### src/hw/rtl/sfa_pkg.sv
`timescale 1ns / 1ps
`default_nettype none

package sfa_pkg;

  // Sizes of the block.
  localparam int MAX_LABELS = 16;
  localparam int MAX_FOLDS  = 16;
  localparam int COUNT_BITS = 20;

  localparam int LABEL_W = 4;              // class label and label index
  localparam int FOLD_W  = 4;              // fold index
  localparam int CFG_W   = 5;              // fold and label count registers
  localparam int OFF_W   = 8;              // stored label offset, below F <= 256
  localparam int DVD_W   = 14;             // dividend, holds inc * (I + 1) <= 4352
  localparam int DVS_W   = 9;              // divisor, up to F = 256
  localparam int REM_W   = 8;              // remainder, below the divisor
  localparam int DIV_CYC = DVD_W / 2;      // two quotient bits per cycle
  localparam int DIV_CNT_W = $clog2(DIV_CYC);
  localparam int STEP_W  = 4;              // microprogram address

  // Configuration register indexes.
  typedef enum logic [1:0] {
    REG_INNER  = 2'd0,
    REG_OUTER  = 2'd1,
    REG_LABELS = 2'd2,
    REG_TOTAL  = 2'd3
  } cfg_reg_t;

  // Dividend source select.
  typedef enum logic [2:0] {
    DVD_NF,
    DVD_PROD,
    DVD_MEM,
    DVD_OFF,
    DVD_OFF_STRIDE
  } dvd_sel_t;

  // Divisor source select.
  typedef enum logic [1:0] {
    DVS_NL,
    DVS_NF,
    DVS_NI
  } dvs_sel_t;

  // Datapath action of a microinstruction.
  typedef enum logic [3:0] {
    ACT_NONE,
    ACT_INC,
    ACT_FILL,
    ACT_SEED,
    ACT_OFF,
    ACT_FOLDS,
    ACT_COUNT,
    ACT_STORE,
    ACT_ERR
  } act_t;

  // Sequencing of a microinstruction.
  typedef enum logic [2:0] {
    JMP_NEXT,
    JMP_WAIT,
    JMP_LOOP,
    JMP_BAD,
    JMP_END
  } jmp_t;

  typedef struct packed {
    logic              div_go;
    dvd_sel_t          dvd;
    dvs_sel_t          dvs;
    act_t              act;
    jmp_t              jmp;
    logic [STEP_W-1:0] target;
  } ctrl_t;

  typedef struct packed {
    logic  fire;
    ctrl_t ctrl;
  } seq_cmd_t;

  typedef struct packed {
    logic div_idle;
    logic bad_label;
    logic last_label;
  } dp_status_t;

  typedef struct packed {
    logic [FOLD_W-1:0]     inner_fold;
    logic [FOLD_W-1:0]     outer_fold;
    logic [COUNT_BITS-1:0] inner_remaining;
    logic [COUNT_BITS-1:0] outer_remaining;
    logic                  label_error;
  } result_t;

endpackage

`default_nettype wire

### src/hw/rtl/sfa_div.sv
`timescale 1ns / 1ps
`default_nettype none

module sfa_div (
  input  logic                       clk,
  input  logic                       rst,
  input  logic                       go,
  input  logic [sfa_pkg::DVD_W-1:0]  dividend,
  input  logic [sfa_pkg::DVS_W-1:0]  divisor,
  output logic                       idle,
  output logic [sfa_pkg::DVD_W-1:0]  quo,
  output logic [sfa_pkg::REM_W-1:0]  rem
);
  import sfa_pkg::*;

  logic                 busy;
  logic [DIV_CNT_W-1:0] cnt;
  logic [DVD_W-1:0]     q;
  logic [REM_W-1:0]     r;
  logic [DVS_W-1:0]     d;

  logic [DVS_W-1:0] r2a, r2b;
  logic             ge_a, ge_b;
  logic [REM_W-1:0] ra, rb;
  logic [DVD_W-1:0] qa, qb;

  // Two restoring steps per cycle.
  always_comb begin
    r2a  = {r, q[DVD_W-1]};
    ge_a = (r2a >= d);
    ra   = ge_a ? REM_W'(r2a - d) : REM_W'(r2a);
    qa   = {q[DVD_W-2:0], ge_a};
    r2b  = {ra, qa[DVD_W-1]};
    ge_b = (r2b >= d);
    rb   = ge_b ? REM_W'(r2b - d) : REM_W'(r2b);
    qb   = {qa[DVD_W-2:0], ge_b};
  end

  always_ff @(posedge clk) begin
    if (rst) begin
      busy <= 1'b0;
      cnt  <= '0;
    end else if (go) begin
      busy <= 1'b1;
      cnt  <= '0;
      q    <= dividend;
      r    <= '0;
      d    <= divisor;
    end else if (busy) begin
      q   <= qb;
      r   <= rb;
      cnt <= cnt + DIV_CNT_W'(1);
      if (cnt == DIV_CNT_W'(DIV_CYC - 1)) begin
        busy <= 1'b0;
      end
    end
  end

  assign idle = !busy;
  assign quo  = q;
  assign rem  = r;

endmodule

`default_nettype wire

### src/hw/rtl/sfa_dp.sv
`timescale 1ns / 1ps
`default_nettype none

module sfa_dp (
  input  logic                            clk,
  input  logic                            rst,
  input  logic                            cfg_write_en,
  input  logic [1:0]                      cfg_index,
  input  logic [sfa_pkg::COUNT_BITS-1:0]  cfg_data,
  input  logic                            start,
  input  logic [sfa_pkg::LABEL_W-1:0]     class_label,
  input  sfa_pkg::seq_cmd_t               cmd,
  output sfa_pkg::dp_status_t             status,
  output logic                            emit,
  output sfa_pkg::result_t                result
);
  import sfa_pkg::*;

  function automatic logic [CFG_W-1:0] clamp_cnt(input logic [CFG_W-1:0] v,
                                                 input logic [CFG_W-1:0] hi);
    if (v == '0) return CFG_W'(1);
    if (v > hi) return hi;
    return v;
  endfunction

  function automatic logic [COUNT_BITS-1:0] dec_sat(input logic [COUNT_BITS-1:0] v);
    return (v == '0) ? v : v - COUNT_BITS'(1);
  endfunction

  // Configuration registers.
  logic [CFG_W-1:0]      inner_cfg, outer_cfg, label_cfg;
  logic [COUNT_BITS-1:0] total;

  always_ff @(posedge clk) begin
    if (rst) begin
      inner_cfg <= CFG_W'(1);
      outer_cfg <= CFG_W'(1);
      label_cfg <= CFG_W'(1);
      total     <= '0;
    end else if (cfg_write_en) begin
      unique case (cfg_reg_t'(cfg_index))
        REG_INNER:  inner_cfg <= cfg_data[CFG_W-1:0];
        REG_OUTER:  outer_cfg <= cfg_data[CFG_W-1:0];
        REG_LABELS: label_cfg <= cfg_data[CFG_W-1:0];
        REG_TOTAL:  total     <= cfg_data;
        default:    total     <= total;
      endcase
    end
  end

  logic [CFG_W-1:0]   ni, no, nl, stride;
  logic [2*CFG_W-1:0] nf_full;
  logic [DVS_W-1:0]   nf;

  assign ni      = clamp_cnt(inner_cfg, CFG_W'(MAX_FOLDS));
  assign no      = clamp_cnt(outer_cfg, CFG_W'(MAX_FOLDS));
  assign nl      = clamp_cnt(label_cfg, CFG_W'(MAX_LABELS));
  assign nf_full = (2*CFG_W)'(ni) * (2*CFG_W)'(no);
  assign nf      = nf_full[DVS_W-1:0];
  assign stride  = ni + CFG_W'(1);

  // Working registers.
  logic [DVS_W-1:0]   inc;
  logic [REM_W-1:0]   step;
  logic [OFF_W-1:0]   seed;
  logic [LABEL_W-1:0] k;
  logic [OFF_W-1:0]   off;
  logic [FOLD_W-1:0]  fi, fo;
  logic [LABEL_W-1:0] lab;

  logic [OFF_W-1:0]      label_offset [MAX_LABELS];
  logic [COUNT_BITS-1:0] inner_left   [MAX_FOLDS];
  logic [COUNT_BITS-1:0] outer_left   [MAX_FOLDS];

  // Divider and its operand selection.
  logic [DVD_W-1:0] dividend, prod, quo;
  logic [DVS_W-1:0] divisor;
  logic [REM_W-1:0] rem;
  logic [OFF_W:0]   off_stride;
  logic             div_idle;

  assign prod       = DVD_W'(inc) * DVD_W'(stride);
  assign off_stride = (OFF_W+1)'(off) + (OFF_W+1)'(stride);

  always_comb begin
    unique case (cmd.ctrl.dvd)
      DVD_NF:         dividend = DVD_W'(nf);
      DVD_PROD:       dividend = prod;
      DVD_MEM:        dividend = DVD_W'(label_offset[lab]);
      DVD_OFF:        dividend = DVD_W'(off);
      DVD_OFF_STRIDE: dividend = DVD_W'(off_stride);
      default:        dividend = '0;
    endcase
    unique case (cmd.ctrl.dvs)
      DVS_NL:  divisor = DVS_W'(nl);
      DVS_NF:  divisor = nf;
      DVS_NI:  divisor = DVS_W'(ni);
      default: divisor = nf;
    endcase
  end

  sfa_div u_div (
    .clk      (clk),
    .rst      (rst),
    .go       (cmd.fire && cmd.ctrl.div_go),
    .dividend (dividend),
    .divisor  (divisor),
    .idle     (div_idle),
    .quo      (quo),
    .rem      (rem)
  );

  // Next seed offset: the previous one plus the step, wrapped once at F.
  logic [OFF_W:0]   seed_sum;
  logic [OFF_W-1:0] seed_next;

  assign seed_sum  = (OFF_W+1)'(seed) + (OFF_W+1)'(step);
  assign seed_next = (seed_sum >= nf) ? OFF_W'(seed_sum - nf) : OFF_W'(seed_sum);

  logic do_seed, do_fill, do_count, do_store;

  assign do_seed  = cmd.fire && (cmd.ctrl.act == ACT_SEED);
  assign do_fill  = cmd.fire && (cmd.ctrl.act == ACT_FILL);
  assign do_count = cmd.fire && (cmd.ctrl.act == ACT_COUNT);
  assign do_store = cmd.fire && (cmd.ctrl.act == ACT_STORE);

  always_ff @(posedge clk) begin
    if (start) begin
      lab <= class_label;
    end
    if (cmd.fire) begin
      case (cmd.ctrl.act)
        ACT_INC:   inc <= (quo[DVS_W-1:0] == '0) ? DVS_W'(1) : quo[DVS_W-1:0];
        ACT_FILL: begin
          step <= rem;
          seed <= '0;
          k    <= '0;
        end
        ACT_SEED: begin
          seed <= seed_next;
          k    <= k + LABEL_W'(1);
        end
        ACT_OFF:   off <= rem;
        ACT_FOLDS: begin
          fi <= rem[FOLD_W-1:0];
          fo <= quo[FOLD_W-1:0];
        end
        default: ;
      endcase
    end
  end

  always_ff @(posedge clk) begin
    if (rst) begin
      for (int i = 0; i < MAX_LABELS; i++) begin
        label_offset[i] <= '0;
      end
    end else if (do_seed) begin
      label_offset[k] <= ({1'b0, k} < nl) ? seed : '0;
    end else if (do_store) begin
      label_offset[lab] <= rem;
    end
  end

  always_ff @(posedge clk) begin
    if (rst) begin
      for (int i = 0; i < MAX_FOLDS; i++) begin
        inner_left[i] <= '0;
        outer_left[i] <= '0;
      end
    end else if (do_fill) begin
      for (int i = 0; i < MAX_FOLDS; i++) begin
        inner_left[i] <= total;
        outer_left[i] <= total;
      end
    end else if (do_count) begin
      inner_left[fi] <= dec_sat(inner_left[fi]);
      if (no > CFG_W'(1)) begin
        outer_left[fo] <= dec_sat(outer_left[fo]);
      end
    end
  end

  assign status.div_idle   = div_idle;
  assign status.bad_label  = ({1'b0, lab} >= nl);
  assign status.last_label = (k == LABEL_W'(MAX_LABELS - 1));

  assign emit = do_store || (cmd.fire && (cmd.ctrl.act == ACT_ERR));

  always_comb begin
    if (cmd.ctrl.act == ACT_ERR) begin
      result = '0;
      result.label_error = 1'b1;
    end else begin
      result.inner_fold      = fi;
      result.outer_fold      = fo;
      result.inner_remaining = inner_left[fi];
      result.outer_remaining = outer_left[fo];
      result.label_error     = 1'b0;
    end
  end

endmodule

`default_nettype wire

### src/hw/rtl/sfa_seq.sv
`timescale 1ns / 1ps
`default_nettype none

module sfa_seq (
  input  logic                clk,
  input  logic                rst,
  input  logic                start,
  input  logic                start_mode,
  input  sfa_pkg::dp_status_t status,
  input  logic                out_free,
  output sfa_pkg::seq_cmd_t   cmd,
  output logic                busy
);
  import sfa_pkg::*;

  // Microprogram addresses.
  localparam logic [STEP_W-1:0] S_R_DIV1  = STEP_W'(0);
  localparam logic [STEP_W-1:0] S_R_INC   = STEP_W'(1);
  localparam logic [STEP_W-1:0] S_R_DIV2  = STEP_W'(2);
  localparam logic [STEP_W-1:0] S_R_FILL  = STEP_W'(3);
  localparam logic [STEP_W-1:0] S_R_SEED  = STEP_W'(4);
  localparam logic [STEP_W-1:0] S_R_END   = STEP_W'(5);
  localparam logic [STEP_W-1:0] S_A_CHK   = STEP_W'(6);
  localparam logic [STEP_W-1:0] S_A_DIV1  = STEP_W'(7);
  localparam logic [STEP_W-1:0] S_A_OFF   = STEP_W'(8);
  localparam logic [STEP_W-1:0] S_A_DIV2  = STEP_W'(9);
  localparam logic [STEP_W-1:0] S_A_FOLDS = STEP_W'(10);
  localparam logic [STEP_W-1:0] S_A_CNT   = STEP_W'(11);
  localparam logic [STEP_W-1:0] S_A_STORE = STEP_W'(12);
  localparam logic [STEP_W-1:0] S_A_END   = STEP_W'(13);
  localparam logic [STEP_W-1:0] S_A_ERR   = STEP_W'(14);

  function automatic ctrl_t rom(input logic [STEP_W-1:0] a);
    ctrl_t w;
    unique case (a)
      S_R_DIV1:  w = '{1'b1, DVD_NF,         DVS_NL, ACT_NONE,  JMP_NEXT, S_R_DIV1};
      S_R_INC:   w = '{1'b0, DVD_NF,         DVS_NL, ACT_INC,   JMP_WAIT, S_R_DIV1};
      S_R_DIV2:  w = '{1'b1, DVD_PROD,       DVS_NF, ACT_NONE,  JMP_NEXT, S_R_DIV1};
      S_R_FILL:  w = '{1'b0, DVD_PROD,       DVS_NF, ACT_FILL,  JMP_WAIT, S_R_DIV1};
      S_R_SEED:  w = '{1'b0, DVD_NF,         DVS_NF, ACT_SEED,  JMP_LOOP, S_R_SEED};
      S_R_END:   w = '{1'b0, DVD_NF,         DVS_NF, ACT_NONE,  JMP_END,  S_R_DIV1};
      S_A_CHK:   w = '{1'b0, DVD_MEM,        DVS_NF, ACT_NONE,  JMP_BAD,  S_A_ERR};
      S_A_DIV1:  w = '{1'b1, DVD_MEM,        DVS_NF, ACT_NONE,  JMP_NEXT, S_R_DIV1};
      S_A_OFF:   w = '{1'b0, DVD_MEM,        DVS_NF, ACT_OFF,   JMP_WAIT, S_R_DIV1};
      S_A_DIV2:  w = '{1'b1, DVD_OFF,        DVS_NI, ACT_NONE,  JMP_NEXT, S_R_DIV1};
      S_A_FOLDS: w = '{1'b0, DVD_OFF,        DVS_NI, ACT_FOLDS, JMP_WAIT, S_R_DIV1};
      S_A_CNT:   w = '{1'b1, DVD_OFF_STRIDE, DVS_NF, ACT_COUNT, JMP_NEXT, S_R_DIV1};
      S_A_STORE: w = '{1'b0, DVD_OFF_STRIDE, DVS_NF, ACT_STORE, JMP_WAIT, S_R_DIV1};
      S_A_END:   w = '{1'b0, DVD_NF,         DVS_NF, ACT_NONE,  JMP_END,  S_R_DIV1};
      S_A_ERR:   w = '{1'b0, DVD_NF,         DVS_NF, ACT_ERR,   JMP_END,  S_R_DIV1};
      default:   w = '{1'b0, DVD_NF,         DVS_NF, ACT_NONE,  JMP_END,  S_R_DIV1};
    endcase
    return w;
  endfunction

  logic [STEP_W-1:0] pc, pc_next;
  logic              busy_next;
  ctrl_t             ctrl;
  logic              emitting, proceed;

  assign ctrl     = rom(pc);
  assign emitting = (ctrl.act == ACT_STORE) || (ctrl.act == ACT_ERR);
  // A wait step holds while the divider runs, and an emitting step while its result has nowhere to go.
  assign proceed  = busy && ((ctrl.jmp != JMP_WAIT) || status.div_idle) &&
                    (!emitting || out_free);

  assign cmd.fire = proceed;
  assign cmd.ctrl = ctrl;

  always_comb begin
    pc_next   = pc;
    busy_next = busy;
    if (start) begin
      busy_next = 1'b1;
      pc_next   = start_mode ? S_A_CHK : S_R_DIV1;
    end else if (proceed) begin
      unique case (ctrl.jmp) inside
        JMP_NEXT, JMP_WAIT: pc_next = pc + STEP_W'(1);
        JMP_LOOP: pc_next = status.last_label ? pc + STEP_W'(1) : ctrl.target;
        JMP_BAD:  pc_next = status.bad_label ? ctrl.target : pc + STEP_W'(1);
        default:  busy_next = 1'b0;
      endcase
    end
  end

  always_ff @(posedge clk) begin
    if (rst) begin
      pc   <= S_R_DIV1;
      busy <= 1'b0;
    end else begin
      pc   <= pc_next;
      busy <= busy_next;
    end
  end

endmodule

`default_nettype wire

### src/hw/rtl/stratified_fold_assigner.sv
// An assign transfer shows one result, and the next item is taken only once its microprogram
// has ended; a bad label gives a result with label_error set. A restart gives no result.
// The three divisions of an assign run on one shared two-bit-per-cycle divider; the restart
// seeds one label per cycle.
// Reset (rst, synchronous, active high) sets the fold and label counts to 1, the sample total
// to 0, and clears all label offsets and remaining counts.
`timescale 1ns / 1ps
`default_nettype none

module stratified_fold_assigner (
  input  logic                            clk,
  input  logic                            rst,
  // Configuration write port.
  input  logic                            cfg_write_en,
  input  logic [1:0]                      cfg_index,
  input  logic [sfa_pkg::COUNT_BITS-1:0]  cfg_data,
  // Item channel.
  input  logic                            item_valid,
  output logic                            item_stall,
  input  logic                            mode,
  input  logic [sfa_pkg::LABEL_W-1:0]     class_label,
  // Result channel.
  output logic                            result_valid,
  input  logic                            result_stall,
  output logic [sfa_pkg::FOLD_W-1:0]      inner_fold,
  output logic [sfa_pkg::FOLD_W-1:0]      outer_fold,
  output logic [sfa_pkg::COUNT_BITS-1:0]  inner_remaining,
  output logic [sfa_pkg::COUNT_BITS-1:0]  outer_remaining,
  output logic                            label_error
);
  import sfa_pkg::*;

  // The sequencer steps through a small microprogram held in a ROM; each control word
  // selects divider operands, a datapath action and how the step counter moves on.
  // The input side stalls exactly while the microprogram is running.
  logic       seq_busy;
  logic       item_accept;
  logic       out_free;
  logic       emit;
  seq_cmd_t   cmd;
  dp_status_t status;
  result_t    result;

  assign item_stall  = seq_busy;
  assign item_accept = item_valid && !item_stall;

  // The output register can take a new result when it is empty or is being drained by
  // a transfer in the same cycle; otherwise the emitting step holds and new items stall.
  assign out_free = !result_valid || !result_stall;

  sfa_seq u_seq (
    .clk        (clk),
    .rst        (rst),
    .start      (item_accept),
    .start_mode (mode),
    .status     (status),
    .out_free   (out_free),
    .cmd        (cmd),
    .busy       (seq_busy)
  );

  sfa_dp u_dp (
    .clk          (clk),
    .rst          (rst),
    .cfg_write_en (cfg_write_en),
    .cfg_index    (cfg_index),
    .cfg_data     (cfg_data),
    .start        (item_accept),
    .class_label  (class_label),
    .cmd          (cmd),
    .status       (status),
    .emit         (emit),
    .result       (result)
  );

  // Output register. The sequencer only emits when out_free is high, so a loaded
  // result is never overwritten before its transfer.
  always_ff @(posedge clk) begin
    if (rst) begin
      result_valid <= 1'b0;
    end else if (emit) begin
      result_valid <= 1'b1;
    end else if (!result_stall) begin
      result_valid <= 1'b0;
    end
  end

  always_ff @(posedge clk) begin
    if (emit) begin
      inner_fold      <= result.inner_fold;
      outer_fold      <= result.outer_fold;
      inner_remaining <= result.inner_remaining;
      outer_remaining <= result.outer_remaining;
      label_error     <= result.label_error;
    end
  end

endmodule

`default_nettype wire

### config.mk
export PLATFORM = sky130hd
export DESIGN_NAME = stratified_fold_assigner
export DESIGN_NICKNAME = d
export VERILOG_FILES = /design/src/hw/rtl/sfa_pkg.sv /design/src/hw/rtl/sfa_div.sv /design/src/hw/rtl/sfa_dp.sv /design/src/hw/rtl/sfa_seq.sv /design/src/hw/rtl/stratified_fold_assigner.sv
export SDC_FILE = /design/constraint.sdc
export NUM_CORES = 2
export LEC_CHECK = 0
export ABC_CLOCK_PERIOD_IN_PS = 6390
export BUFFER_PORTS_ARGS = -buffer_cell sky130_fd_sc_hd__buf_2
export CELL_PAD_IN_SITES_DETAIL_PLACEMENT = 0
export CELL_PAD_IN_SITES_GLOBAL_PLACEMENT = 1
export CORE_UTILIZATION = 30
export DETAILED_ROUTE_END_ITERATION = 10
export PLACE_DENSITY_LB_ADDON = 0.1
export SLEW_MARGIN = 20
export SYNTH_ARGS = -nofsm -noshare
export SYNTH_HDL_FRONTEND = slang
export SYNTH_SLANG_ARGS = --single-unit
### constraint.sdc
create_clock -name clk -period 6.39 [get_ports clk]
set_input_delay 0.9585 -clock clk [delete_from_list [all_inputs] [get_ports clk]]
set_output_delay 0.9585 -clock clk [all_outputs]
set_load 0.005 [all_outputs]
After elaboration in Yosys (flattened, before gate mapping). Memories as Yosys holds them, arrays and structs flattened. A register that Yosys moved wholly into a read port is not among the register bits. Index checks and enable logic that the tools add are counted.

Memories: 4. Bits in latches: 0. RAM bits: 768. ROM bits: 256. Output and inout port bits: 51. Input port bits: 32. Bits in registers: 174.

Equality and inequality tests: 24. Add/subtract/negate cells: 11. Muxes and demuxes: 119. Bitwise logic cells: 33. Reduce and logical (&&, ||, !) cells: 53. Multiply operators: 2. Divide/modulo/power cells: 0. Magnitude comparators: 9. Shift-type cells: 0.

Memory list: u_dp.inner_left (depth 16, width 20, read ports 1, clocked after memory_dff 1, write ports 16, RTL line sfa_dp.sv:72) `logic [COUNT_BITS-1:0] inner_left [MAX_FOLDS];`; u_dp.outer_left (depth 16, width 20, read ports 1, clocked after memory_dff 1, write ports 16, RTL line sfa_dp.sv:73) `logic [COUNT_BITS-1:0] outer_left [MAX_FOLDS];`; (no name shown) (depth 16, width 16, read ports 1, clocked after memory_dff 1, write ports 0, RTL line sfa_seq.sv:35) `unique case (a)`; u_dp.label_offset (depth 16, width 8, read ports 1, clocked after memory_dff 1, write ports 16, RTL line sfa_dp.sv:71) `logic [OFF_W-1:0] label_offset [MAX_LABELS];`.

Operator list (number): $mux 20 (36); $pmux 14 s5 (1); $mux 5 (12); $mux 8 (7); $mux 4 (13); $mux 1 (43); $logic_not 20->1 (2); $reduce_or 20->1 (2); $sub 20x1->20 const B (2); $or 1x1->1 (32); $mux 14 (2); $ge 9x9->1 (3); $reduce_and 2->1 (13); $sub 8x8->8 (3); $pmux 9 s2 (1); $eq 4x3->1 const B (4); $pmux 8 s2 (1); $reduce_or 8->1 (2); $gt 5x5->1 const B (3); $logic_not 5->1 (3); $mul 9x5->14 (1); $eq 3x2->1 const B (4); $pmux 4 s3 (1); $add 8x5->9 (1); other kinds (30) (59).

Logic depth before layout (Yosys ltp).
Word-level depth: 13. Depth in mapped cells: 23. Gate-level depth less buffers: 22.

Cells and area by module. From an unflattened synthesis, not the netlist that was laid out.

Cell total of the unflattened synthesis: 3913. Area, all modules: 48775.5 um2.

By module, submodules not included: sfa_dp (seq. area each 25474.4 um2, cells an instance 3558, times used 1, area each 44017.2 um2); sfa_div (seq. area each 1011.0 um2, cells an instance 195, times used 1, area each 2229.6 um2); stratified_fold_assigner (seq. area each 1491.4 um2, cells an instance 54, times used 1, area each 1510.2 um2); sfa_seq (seq. area each 380.4 um2, cells an instance 106, times used 1, area each 1018.5 um2).

Worst setup path after synthesis. No wires, ideal clock.

Path kind: flip-flop to flip-flop. From: reg u_dp.inner_cfg[2]. To: reg u_dp.seed[2] (data pin). Clock period less this slack: 5186 ps. Path slack: 1204 ps. Arrival time: 4920 ps. Path buffers: 0. Stages on the path, launching flop included: 23. Path through: dfxtp_1 nor3_1 nor2_1 or2_2 inv_1 nand2_1 fa_1 fa_1 fa_1 inv_1 ha_1 a21o_1 a21oi_1 o21bai_1 a21oi_1 xnor2_1 ha_1 nand4_1 nor3_1 nor3_1 o21ai_1 mux2i_1 nor2_1.

Cells in the longest elaborated chain, start to end: 9. Elaborated cells between the ends (all ways): 13. Classes of those cells: 1 x add/sub; 1 x mul; 2 x order compare; 8 x mux; 1 x reduce/logical.

RTL lines: from (decl) (RTL line sfa_dp.sv:31) `logic [CFG_W-1:0] inner_cfg, outer_cfg, label_cfg;`; from (signal assigned) (RTL line sfa_dp.sv:42) `REG_INNER: inner_cfg <= cfg_data[CFG_W-1:0];`; $gt 5x5->1 (RTL line sfa_dp.sv:22) `if (v > hi) return hi;`; $mux 1 (2 in a row) (RTL line sfa_dp.sv:22); $mux 5 (RTL line sfa_dp.sv:23) `return v;`; $mux 5 * (RTL line sfa_dp.sv:22); $mul 5x5->9 * (RTL line sfa_dp.sv:58) `assign nf_full = (2*CFG_W)'(ni) * (2*CFG_W)'(no);`; $sub 8x8->8 or $ge 9x9->1 (tied branches) (RTL line sfa_dp.sv:118) `assign seed_next = (seed_sum >= nf) ? OFF_W'(seed_sum - nf) : OFF_W'(seed_sum);`; $mux 8 * (RTL line sfa_dp.sv:118); $pmux 8 s2 * (RTL line sfa_dp.sv:132) `case (cmd.ctrl.act)`; to (signal assigned) (RTL line sfa_dp.sv:140) `seed <= seed_next;`; to (decl) (RTL line sfa_dp.sv:65) `logic [OFF_W-1:0] seed;`.

Mark *: on every way between the ends. The rest lies on a longest branch, timed or not. The select of a mux whose other input is x is not followed. A chain may end at the register's enable or synchronous reset.

Final worst setup path.
From: reg u_dp.inner_cfg[4]. To: reg u_dp.u_div.q[13], in the netlist u_dp.u_div.quo[13] (data pin).

Cells in the longest elaborated chain, start to end: 9. Elaborated cells between the ends (all ways): 12. Classes of those cells: 1 x add/sub; 1 x mul; 1 x order compare; 8 x mux; 1 x reduce/logical.

RTL lines: $gt 5x5->1 (RTL line sfa_dp.sv:22); $mux 1 (2 in a row) (RTL line sfa_dp.sv:22); $mux 5 (RTL line sfa_dp.sv:23); $mux 5 * (RTL line sfa_dp.sv:22); $add 5x1->5 * (RTL line sfa_dp.sv:60) `assign stride = ni + CFG_W'(1);`; $mul 9x5->14 * (RTL line sfa_dp.sv:82) `assign prod = DVD_W'(inc) * DVD_W'(stride);`; $pmux 14 s5 * (RTL line sfa_dp.sv:86) `unique case (cmd.ctrl.dvd)`; $mux 14 * (RTL line sfa_div.sv:43) `end else if (go) begin`; to (signal assigned) (RTL line sfa_div.sv:46) `q <= dividend;`; to (signal assigned) (RTL line sfa_div.sv:50) `q <= qb;`; to (decl) (RTL line sfa_div.sv:18) `logic [DVD_W-1:0] q;`.

Marked as above.

==> metrics.csv <==
stage;metric;value;unit
setup_path;path_buf_inv;2;
yosys;ys_ff_latch;968;
die;ios;83;
place;dp_slack;0.488;ns
timing;rsz0062_at_grt;no;
finish;fin_cells;6045;
place;dp_hpwl;110000;um
finish;final_net_count;4046;
drt;dr.pass1.iters;5;
place;io_buffers;82;
yosys;synth_top_area_share;56.1;%
setup_path;critPathKind;register to register;
clock_network;postCtsSetupBuffers;0;
timing;max_slew.worst_pin.slew;1.10;ns
timing;fin_crit_sh;91.6;%
clock_network;cts_buffer_depth;3;
drt;drc;0;
setup_path;startpoint;u_dp.inner_cfg[4]$_SDFFE_PP0P_;
finish;fillerInstances;15700;
pwr;power.share.combinational;9.0;%
drt;wire_per_inst;27.3;um
clock_network;cts_root_buf;clkbuf_16;
setup_path;reg2reg_from;u_dp.inner_cfg[4]$_SDFFE_PP0P_;
pwr;p_per_area;274;nW/um^2
setup_path;endpoint_kind;register;
hold_path;hp-class;primary input to register;
yosys;yosysTopAreaCell;edfxtp_1;
drt;via_per_inst;5.15;
clock_network;cts_buffers;115;
setup_path;crit_fanout;14;
finish;final_layout_size_suffix_gt1_share;17.9;%
setup_path;path_delay_family;adder cells;
clock_network;cts_resized;0;
timing;slew_violations;0;
die;die-area;162000;sq um
timing;layout_min_cycle_time;5.85;ns
setup_path;required;6.86;ns
clock_network;clock_latency;0.75;ns
setup_path;critical_path_arrival;6.32;ns
timing;hold_viol_final;0;
drt;route.final.wire_length;165000;um
drt;drtAntennaViolNets;0;
yosys;yosysSeqAreaShare;59.1;%
pwr;p_int;11.2;mW
setup_path;cpMaxStageDelayCell;xnor2_1;
die;initial_utilization;30.3;%
yosys;synth_cell_types;75;
die;core_area;159000;sq um
yosys;synth_area_leaders;edfxtp_1 (56%), mux4_2 (11%), o21ai_0 (6.8%);
pwr;pwr-share-clk;41.9;%
timing;fin_skew;0.0355;ns
yosys;synth_enable_flop_cells;897;
yosys;syn_avg_cell_area;12.6;sq um
setup_path;slowest_delay;0.66;ns
setup_path;crit_chain;or2_2, inv_1, ha_1, xnor2_1, nand2_1, fa_1, fa_1, fa_1, inv_1, ha_1, a21oi_1, nor2b_1, o21a_1, o41a_1, a31oi_1, o21ai_0, xnor2_1, a22o_1;
drt;drtIter0Drc;2428;
place;place_inst;5836;
yosys;netlist_area;48000;sq um
place;place.gp.congestion;0.800;
pwr;power.leakage;19.6;nW
global_route;grt_pass1_wl;238000;um
yosys;synth_nets;3978;
global_route;grt-ovfl-total;0;
finish;fin_util;34.5;%
outcome;status;finished clean;
yosys;synthFlopType;edfxtp_1;
timing;setup_viol;0;
clock_network;cts_tree;done;
finish;area_growth;14.0;%
hold_path;hp-start;class_label[0];
die;fp.dieH;402;um
yosys;yosysWarnings;0;
clock_network;numClockSinks;968;
clock_network;path_clk_slew;0.07;ns
global_route;grt_pass1_vias;32000;
pwr;vdd_ir_drop_max;0.220;mV
die;die_w;402;um
pwr;seqPwrFrac;49.1;%
global_route;grt.total_usage;20.4;%
setup_path;critPathMostFrequentCell;fa_1;
clock_network;htree_levels;3;
global_route;antenna_found_initial;3;
timing;slew_headroom;25.9;%
pwr;switchingPower;3.76;mW
setup_path;crit_path_start_kind;register;
timing;tns;0;ns
global_route;grt_max_degree;43;
yosys;synthCells;3813;
timing;max_freq;171;MHz
clock_network;cts_hold_buf;0;
pwr;p_sw_share;25.1;%
die;rows;146;
yosys;async_reset_ff_share;0;%
job;maxCapViolCount;0;
drt;num_vias;31100;
timing;setup_slack;0.536;ns
pwr;finalPower;15.0;mW
[synthesized netlist by cell type (33+ instances only)]
| cell type | instances |
|---|---|
| a21oi_1 | 76 |
| and2_1 | 74 |
| clkbuf_1 | 255 |
| dfxtp_1 | 71 |
| edfxtp_1 | 897 |
| fa_1 | 34 |
| ha_1 | 99 |
| inv_1 | 95 |
| mux2i_1 | 53 |
| mux4_2 | 226 |
| nand2_1 | 463 |
| nand2b_1 | 41 |
| nand3_1 | 33 |
| nor2_1 | 271 |
| nor2b_1 | 49 |
| o21ai_0 | 648 |
| o21ai_1 | 34 |
| xnor2_1 | 46 |
[power groups by stage]
stage | combinational, mW | sequential (mW) | clock, mW
after detailed placement | 1.37 | 7.48 | 0
final | 1.35 | 7.35 | 6.27
after global routing | 1.48 | 7.37 | 6.64
after global placement | 1.38 | 7.48 | 0
after CTS | 1.38 | 7.35 | 6.44
after floorplan | 0.881 | 7.40 | 0
[flip-flops by register name, summed over array words and instances (netlist names), 9 cells and up, named ones only]
name	cells
u_dp.outer_left	320
u_dp.total	20
u_seq.ctrl	14
u_dp.u_div.quo	14
inner_remaining	20
u_dp.inc	9
u_dp.u_div.d	9
u_dp.label_offset	128
outer_remaining	20
u_dp.inner_left	320
[kinds of logic (layout without fill, tap and decap cells)]
group	after synthesis	after routing	synth area share [%]
buffers and inverters	414	572	3.47
multiplexers	306	306	12.3
adder cells (fa/ha/maj)	133	133	4.00
flip-flops	968	968	59.1
XOR/XNOR	77	77	1.42
AND/OR/NAND/NOR	1020	1020	9.53
other	0	2	0
AO/OA/AOI/OAI	895	895	10.1
[layout by cell type (no fill, tap or decap), types with 74 or more instances in the layout]
| cell | count |
|---|---|
| o21ai_0 | 647 |
| nor2_1 | 267 |
| clkbuf_16 | 115 |
| nand2_1 | 462 |
| and2_1 | 74 |
| inv_1 | 95 |
| buf_4 | 181 |
| buf_2 | 81 |
| mux4_2 | 226 |
| a21oi_1 | 75 |
| edfxtp_1 | 897 |
| ha_1 | 99 |
[through the flow]
| step | instance area (sq um) | hold slack (ns) |
|---|---|---|
| 6_report | 54700 | 0.427 |
| 2_1_floorplan | 48000 | 0.432 |
| 4_1_cts | 54700 | 0.360 |
| 3_5_place_dp | 51200 | 0.443 |
| 3_3_place_gp | 51200 | 0.438 |
| 5_1_grt | 54700 | 0.392 |
[worst paths after layout]
check / end / slack (ns) / cells past startpoint
min: u_dp.lab[0]$_DFFE_PP_ / 0.43 / 1
max reg2reg: u_dp.u_div.quo[13]$_DFFE_PP_ / 0.54 / 18
min reg2reg: u_dp.total[18]$_SDFFE_PP0P_ / 0.45 / 2
max: u_dp.u_div.quo[13]$_DFFE_PP_ / 0.54 / 18
[layer usage]
layer / track usage, % / vias up / share of wire [%]
met4: 5.61 / 0 / 2.4
met5: 0 / - / 0
li1: - / 14300 / -
met1: 28.8 / 16100 / 47
met2: 32.9 / 637 / 47
met3: 2.36 / 178 / 3.9
[area by class of cell]
class	instances	area, sq um	share of cell area, %
Timing Repair Buffer	268	1880	3.44
Sequential cell	968	28400	51.9
Clock buffer	141	2990	5.46
Multi-Input combinational cell	2431	18000	32.9
Tap cell	2072	2590	4.74
Clock inverter	66	468	0.855
Antenna cell	2	5.00	0.00915
Inverter	97	364	0.666
(Power assumes the default switching activity.)
